### src/rtl/core/steering_pulse_law_unit_macros.svh
// ----------------------------------------------------------------------------
// steering pulse law unit assertion macros
// short forms for the concurrent checks at the end of the top level
// ----------------------------------------------------------------------------
`ifndef STEERING_PULSE_LAW_UNIT_MACROS_SVH
`define STEERING_PULSE_LAW_UNIT_MACROS_SVH

`ifndef SYNTH
// antecedent in this cycle implies consequent in this cycle
`define SPL_ASSERT_NOW(label, clk, rst, ante, cons) \
  label: assert property (@(posedge clk) disable iff (rst) (ante) |-> (cons)) \
    else $error("check failed");
// antecedent in this cycle implies consequent in the next cycle
`define SPL_ASSERT_NEXT(label, clk, rst, ante, cons) \
  label: assert property (@(posedge clk) disable iff (rst) (ante) |=> (cons)) \
    else $error("check failed");
`else
`define SPL_ASSERT_NOW(label, clk, rst, ante, cons)
`define SPL_ASSERT_NEXT(label, clk, rst, ante, cons)
`endif

`endif

### src/rtl/core/spl_pkg.sv
// ----------------------------------------------------------------------------
// spl_pkg
// shared types, constants and the arctangent table of the steering pulse law
// ----------------------------------------------------------------------------
`default_nettype none

package spl_pkg;

  // cordic datapath
  localparam int CORDIC_STEPS = 28;
  localparam int CW           = 34;
  localparam int STEP_W       = 5;

  localparam logic [31:0]          DEG_TO_TURN     = 32'd3054198966;
  localparam logic signed [CW-1:0] CORDIC_INV_GAIN = 34'sd652032874;
  localparam logic [28:0]          LOOK_SCALE      = 29'd102400;

  // output constants
  localparam logic [12:0] TURN_LIMIT = 13'd4000;
  localparam logic [13:0] RUN_SPEED  = 14'd11000;

  // register indexes
  localparam logic [1:0] CFG_LOOKAHEAD  = 2'd0;
  localparam logic [1:0] CFG_GAIN       = 2'd1;
  localparam logic [1:0] CFG_ANGLE_OFS  = 2'd2;
  localparam logic [1:0] CFG_DIST_OFS   = 2'd3;

  // beat travelling through a cordic cell
  typedef struct packed {
    logic                 go;
    logic [31:0]          tag;
    logic signed [CW-1:0] x;
    logic signed [CW-1:0] y;
    logic signed [CW-1:0] z;
  } cordic_t;

  // arctangent of 2^-i in binary angle units
  function automatic logic [31:0] atan_turn(input logic [STEP_W-1:0] idx);
    logic [31:0] a;
    a = 32'h0;
    unique case (idx)
      5'd0:  a = 32'h20000000;
      5'd1:  a = 32'h12E4051E;
      5'd2:  a = 32'h09FB385B;
      5'd3:  a = 32'h051111D4;
      5'd4:  a = 32'h028B0D43;
      5'd5:  a = 32'h0145D7E1;
      5'd6:  a = 32'h00A2F61E;
      5'd7:  a = 32'h00517C55;
      5'd8:  a = 32'h0028BE53;
      5'd9:  a = 32'h00145F2F;
      5'd10: a = 32'h000A2F98;
      5'd11: a = 32'h000517CC;
      5'd12: a = 32'h00028BE6;
      5'd13: a = 32'h000145F3;
      5'd14: a = 32'h0000A2FA;
      5'd15: a = 32'h0000517D;
      5'd16: a = 32'h000028BE;
      5'd17: a = 32'h0000145F;
      5'd18: a = 32'h00000A30;
      5'd19: a = 32'h00000518;
      5'd20: a = 32'h0000028C;
      5'd21: a = 32'h00000146;
      5'd22: a = 32'h000000A3;
      5'd23: a = 32'h00000051;
      5'd24: a = 32'h00000029;
      5'd25: a = 32'h00000014;
      5'd26: a = 32'h0000000A;
      5'd27: a = 32'h00000005;
      default: a = 32'h0;
    endcase
    return a;
  endfunction

endpackage

`default_nettype wire

### src/rtl/core/spl_cordic_cell.sv
// ----------------------------------------------------------------------------
// spl_cordic_cell
// one registered cordic micro-rotation, vectoring or rotation mode
// ----------------------------------------------------------------------------
`default_nettype none

module spl_cordic_cell (
  input  wire logic                        clk,
  input  wire logic                        rst,
  input  wire logic [spl_pkg::STEP_W-1:0]  step,
  input  wire logic                        vectoring,
  input  wire logic                        in_valid,
  output logic                             in_ready,
  input  wire spl_pkg::cordic_t            in_data,
  output logic                             out_valid,
  input  wire logic                        out_ready,
  output spl_pkg::cordic_t                 out_data
);
  import spl_pkg::*;

  logic                 plus;
  logic signed [CW-1:0] xs;
  logic signed [CW-1:0] ys;
  logic signed [CW-1:0] ang;
  cordic_t              data_next;

  // direction: both modes turn the same way on this condition
  always_comb begin
    xs   = in_data.x >>> step;
    ys   = in_data.y >>> step;
    ang  = $signed({2'b00, atan_turn(step)});
    plus = vectoring ? (in_data.y > 0) : (in_data.z < 0);
    data_next     = in_data;
    if (plus) begin
      data_next.x = in_data.x + ys;
      data_next.y = in_data.y - xs;
      data_next.z = in_data.z + ang;
    end else begin
      data_next.x = in_data.x - ys;
      data_next.y = in_data.y + xs;
      data_next.z = in_data.z - ang;
    end
  end

  assign in_ready = !out_valid || out_ready;

  // stage register
  always_ff @(posedge clk) begin
    if (rst) begin
      out_valid <= 1'b0;
    end else if (in_ready) begin
      out_valid <= in_valid;
    end
  end

  always_ff @(posedge clk) begin
    if (in_ready && in_valid) begin
      out_data <= data_next;
    end
  end

endmodule

`default_nettype wire

### config.mk
export PLATFORM = sky130hd
export DESIGN_NAME = spl_cordic_cell
export DESIGN_NICKNAME = d
export VERILOG_FILES = /design/src/rtl/core/steering_pulse_law_unit_macros.svh /design/src/rtl/core/spl_pkg.sv /design/src/rtl/core/spl_cordic_cell.sv
export SDC_FILE = /design/constraint.sdc
export NUM_CORES = 1
export LEC_CHECK = 0
export ABC_AREA = 0
export BUFFER_PORTS_ARGS = -buffer_cell sky130_fd_sc_hd__buf_2
export CORE_MARGIN = 2
export CORE_UTILIZATION = 59
export DETAILED_ROUTE_END_ITERATION = 10
export PLACE_DENSITY = 0.93
export RECOVER_POWER = 100
export SETUP_SLACK_MARGIN = 0.3
export SLEW_MARGIN = 15
export SYNTH_ARGS = -nofsm -noshare
export SYNTH_HDL_FRONTEND = slang
export SYNTH_SLANG_ARGS = --single-unit
### constraint.sdc
create_clock -name clk -period 8.3 [get_ports clk]
set_clock_uncertainty 0.1 [all_clocks]
set_input_delay 0.415 -clock clk [delete_from_list [all_inputs] [get_ports clk]]
set_output_delay 0.415 -clock clk [all_outputs]
set_load 0.01 [all_outputs]
==> summary.txt <==
Outcome
  • Status: finished, violations left
  • Failing checks: capacitance limit, slew limit

Power
  • Tot Pwr: 3.51 mW
  • Gate power share: 48.5%
  • Clk pwr share: 22.8%
  • Internal: 2.08 mW
  • Net load switching power: 1.43 mW
  • Sequential Power Share: 28.7%
  • Switching share of power: 40.7%
  • Total power per unit cell area: just under 200 mW/mm^2
  • LEAKAGE: 7.22 nW
  • Worst VDD drop: 0.110 mV

Worst hold path
  • Hold EP: out_valid
  • Hold depth: 2
  • Worst hold path type: in -> reg
  • Hold_sp: rst

GRT
  • Number of global-route vias before repair: between 15k and 20k
  • GRT met3 Usage: 6.63%
  • M2 GR Usage: 62.3%
  • Global-route wire length before repair: 82.4 mm
  • Largest net degree at the start of global routing: 75
  • Met1 global-route usage: between 40% and 50%
  • Gr usage total: 36.6%
  • GRT overflow: 0
  • Initial antenna violation count: 2
  • GRT busiest layer: met2

Finish
  • Commonest cells after routing, fill and taps aside: a21oi_1, buf_2, clkbuf_1
  • # nets final: 2205
  • Fraction of layout instances using a drive strength above 1: 17.5%
  • Layout area overhead: 10.8%
  • Most common cell after layout, fill and taps aside: a21oi_1
  • Fin cells: 2302

Clocking
  • CTS max path bufs: 2
  • Clk Latency, worst-skew pair: 0.44 ns
  • H-tree levels: 4
  • CTS tree: yes
  • # Post-CTS Setup Buffers: 0
  • CTS sink count: 136
  • Clk slew on worst S/H paths: roughly 0.07 ns
  • Post-cts sizing count: 0
  • Root buf cell: clkbuf_16
  • CTS Hold Bufs: 0
  • TritonCTS Buffers: 17

Synth
  • Yosys top cell by area: edfxtp_1
  • Yosys reg bits: 136
  • Most common flop cell mapped by yosys: edfxtp_1
  • Netlist Area Pre-Place: 0.0163 mm^2
  • Yosys top cell area share: between 20 and 25%
  • Post-synth ARST share: 0%
  • Number of synthesized flops with an enable pin: 135
  • Post-Synthesis Cells: 1717
  • Unique masters post-synth: 96
  • Mean Syn Cell Area: 9.48 um^2
  • Warnings, synthesis: 0
  • Syn Nets: 1975
  • Top post-synthesis cells by area: edfxtp_1, ha_1, mux4_2
  • Register area share after synthesis: approximately a quarter

Critical path
  • WP data arrival: 7.41 ns
  • CP Max Fanout: 71
  • Slowest stage cell, crit path: clkbuf_1
  • Setup Crit Path Kind: in -> reg
  • R2r endpoint: out_data[51]
  • Setup crit end kind: flop
  • CP Launch Type: primary input
  • CP max stage delay: 0.89 ns
  • R2r setup slk: 1.60 ns
  • Reg-to-reg startpoint: out_valid
  • Worst Path Required: roughly 8.4 ns
  • Reg2reg path depth: 3

Die
  • Die area: 0.0289 mm^2
  • I/O pins: 282
  • Die W: 170 um
  • Rows: 60
  • Area of the core: 0.0270 mm^2
  • Initial Util: between 60% and 70%
  • Die height: 170 um

STA
  • Fin. Hold Viols: 0
  • Max-slew violation count: 138
  • Final WS setup: 0.984 ns
  • Slew margin rel.: -160%
  • Setup violations, final: 0
  • Max Clk Rate: 0.137 GHz
  • RSZ-0062 raised after global routing: no
  • Setup TNS: 0 ns
  • Least-Margin Pin Slew: 3.89 ns
  • Period utilization: 88.1%
  • Worst hold slack: 0.0216 ns
  • Min Tclk post-route: 7.32 ns

Drt
  • Routed wire per std cell: 23.6 um
  • Post-route ant nets: 0
  • Via count: 15.7k
  • Vias per cell: 6.81
  • DRT Pass-1 Iters: 8
  • # DRC: 0
  • WL final: 54.4 mm
  • Iter 0 DRT Violations: ~1.7k

Placement
  • Setup WS pre-CTS: 1.04 ns
  • DP HPWL: 40.8 mm
  • Input/output buffers: 281
  • RePlAce Congestion: 1.08
  • Placed insts: between 2k and 2.5k

Job
  • Max-cap viol count: 2
[flip-flops by register name, summed over array words and instances, names as in the netlist]
| name | count |
|---|---|
| out_data | 135 |
| out_valid | 1 |
[critical path, delay by kind of cell]
| family | cells | cell delay, ns |
|---|---|---|
| AO/OA/AOI/OAI | 10 | 1.96 |
| XOR/XNOR | 2 | 0.33 |
| adder cells (fa/ha/maj) | 3 | 1.05 |
| buffers and inverters | 4 | 1.77 |
| AND/OR/NAND/NOR | 6 | 1.79 |
[metal layers]
layer	routed length (um)	vias to the layer above
li1	-	7023
met1	20400	7400
met2	26000	1036
met3	5280	210
met4	2820	0
met5	0	-
[power by group through the flow]
stage / combinational (mW) / sequential (mW) / clock (mW)
after floorplan: 1.14 / 1.10 / 0
after global placement: 1.65 / 1.01 / 0
after detailed placement: 1.69 / 1.01 / 0
after CTS: 1.71 / 1.00 / 0.809
after global routing: 1.84 / 1.02 / 0.828
final: 1.70 / 1.01 / 0.800
[final cells by class]
type	count	area [um^2]
clock buffers	17	425
repair buffers	301	1400
well taps	341	427
diodes	1	2.50
multi-input cells	1448	11400
flip-flops and latches	136	4070
clock inverters	15	155
inverters	43	161
fillers	2277	8980
[logic make-up (layout without fill, tap and decap cells)]
group / Yosys count / in the layout / share of synthesized area, %
adders and majority gates: 113 / 113 / 8.82
and+or+nand+nor: 476 / 476 / 14.5
AOI/OAI and AO/OA: 505 / 505 / 20.1
muxes: 176 / 176 / 17.1
other: 0 / 1 / 0
buffers and inverters: 133 / 376 / 4.92
xor gates and xnor gates: 178 / 178 / 9.57
DFF: 136 / 136 / 25.0
[how the worst max path moves through the flow]
stage / depth (start not counted) / endpoint / startpoint / slack, ns
after CTS: 23 / out_data[33] / step[0] / 1.46
after detailed placement: 21 / out_data[33] / step[0] / 1.04
after global placement: 23 / out_data[67] / step[1] / 1.25
after floorplan: 26 / out_data[33] / step[1] / 1.92
final: 25 / out_data[33] / step[0] / 0.98
after global routing: 22 / out_data[33] / step[0] / 0.50
[cells in the mapped netlist, types with 15 or more instances]
| library cell | count |
|---|---|
| o21ai_0 | 89 |
| nor2_1 | 129 |
| buf_2 | 16 |
| o21a_1 | 24 |
| and2_1 | 15 |
| edfxtp_1 | 135 |
| ha_1 | 110 |
| o22ai_1 | 20 |
| mux2_2 | 46 |
| nor2b_1 | 29 |
| xor2_1 | 69 |
| inv_1 | 40 |
| nand2_1 | 132 |
| nand3_1 | 31 |
| xnor2_1 | 109 |
| nand2b_1 | 29 |
| a21oi_1 | 150 |
| nor3_1 | 30 |
| mux2i_1 | 55 |
| a31oi_1 | 25 |
| a21o_1 | 55 |
| clkbuf_1 | 37 |
| o211ai_1 | 15 |
| mux4_2 | 61 |
[stage by stage]
stage	utilization (%)	cell area [um^2]
floorplan	-	16300
finish	66.8	18000
detailed placement	65.3	17700
global placement	65.3	17700
CTS	67.5	18200
global route	66.8	18000
Power figures use the tool's default switching activity.
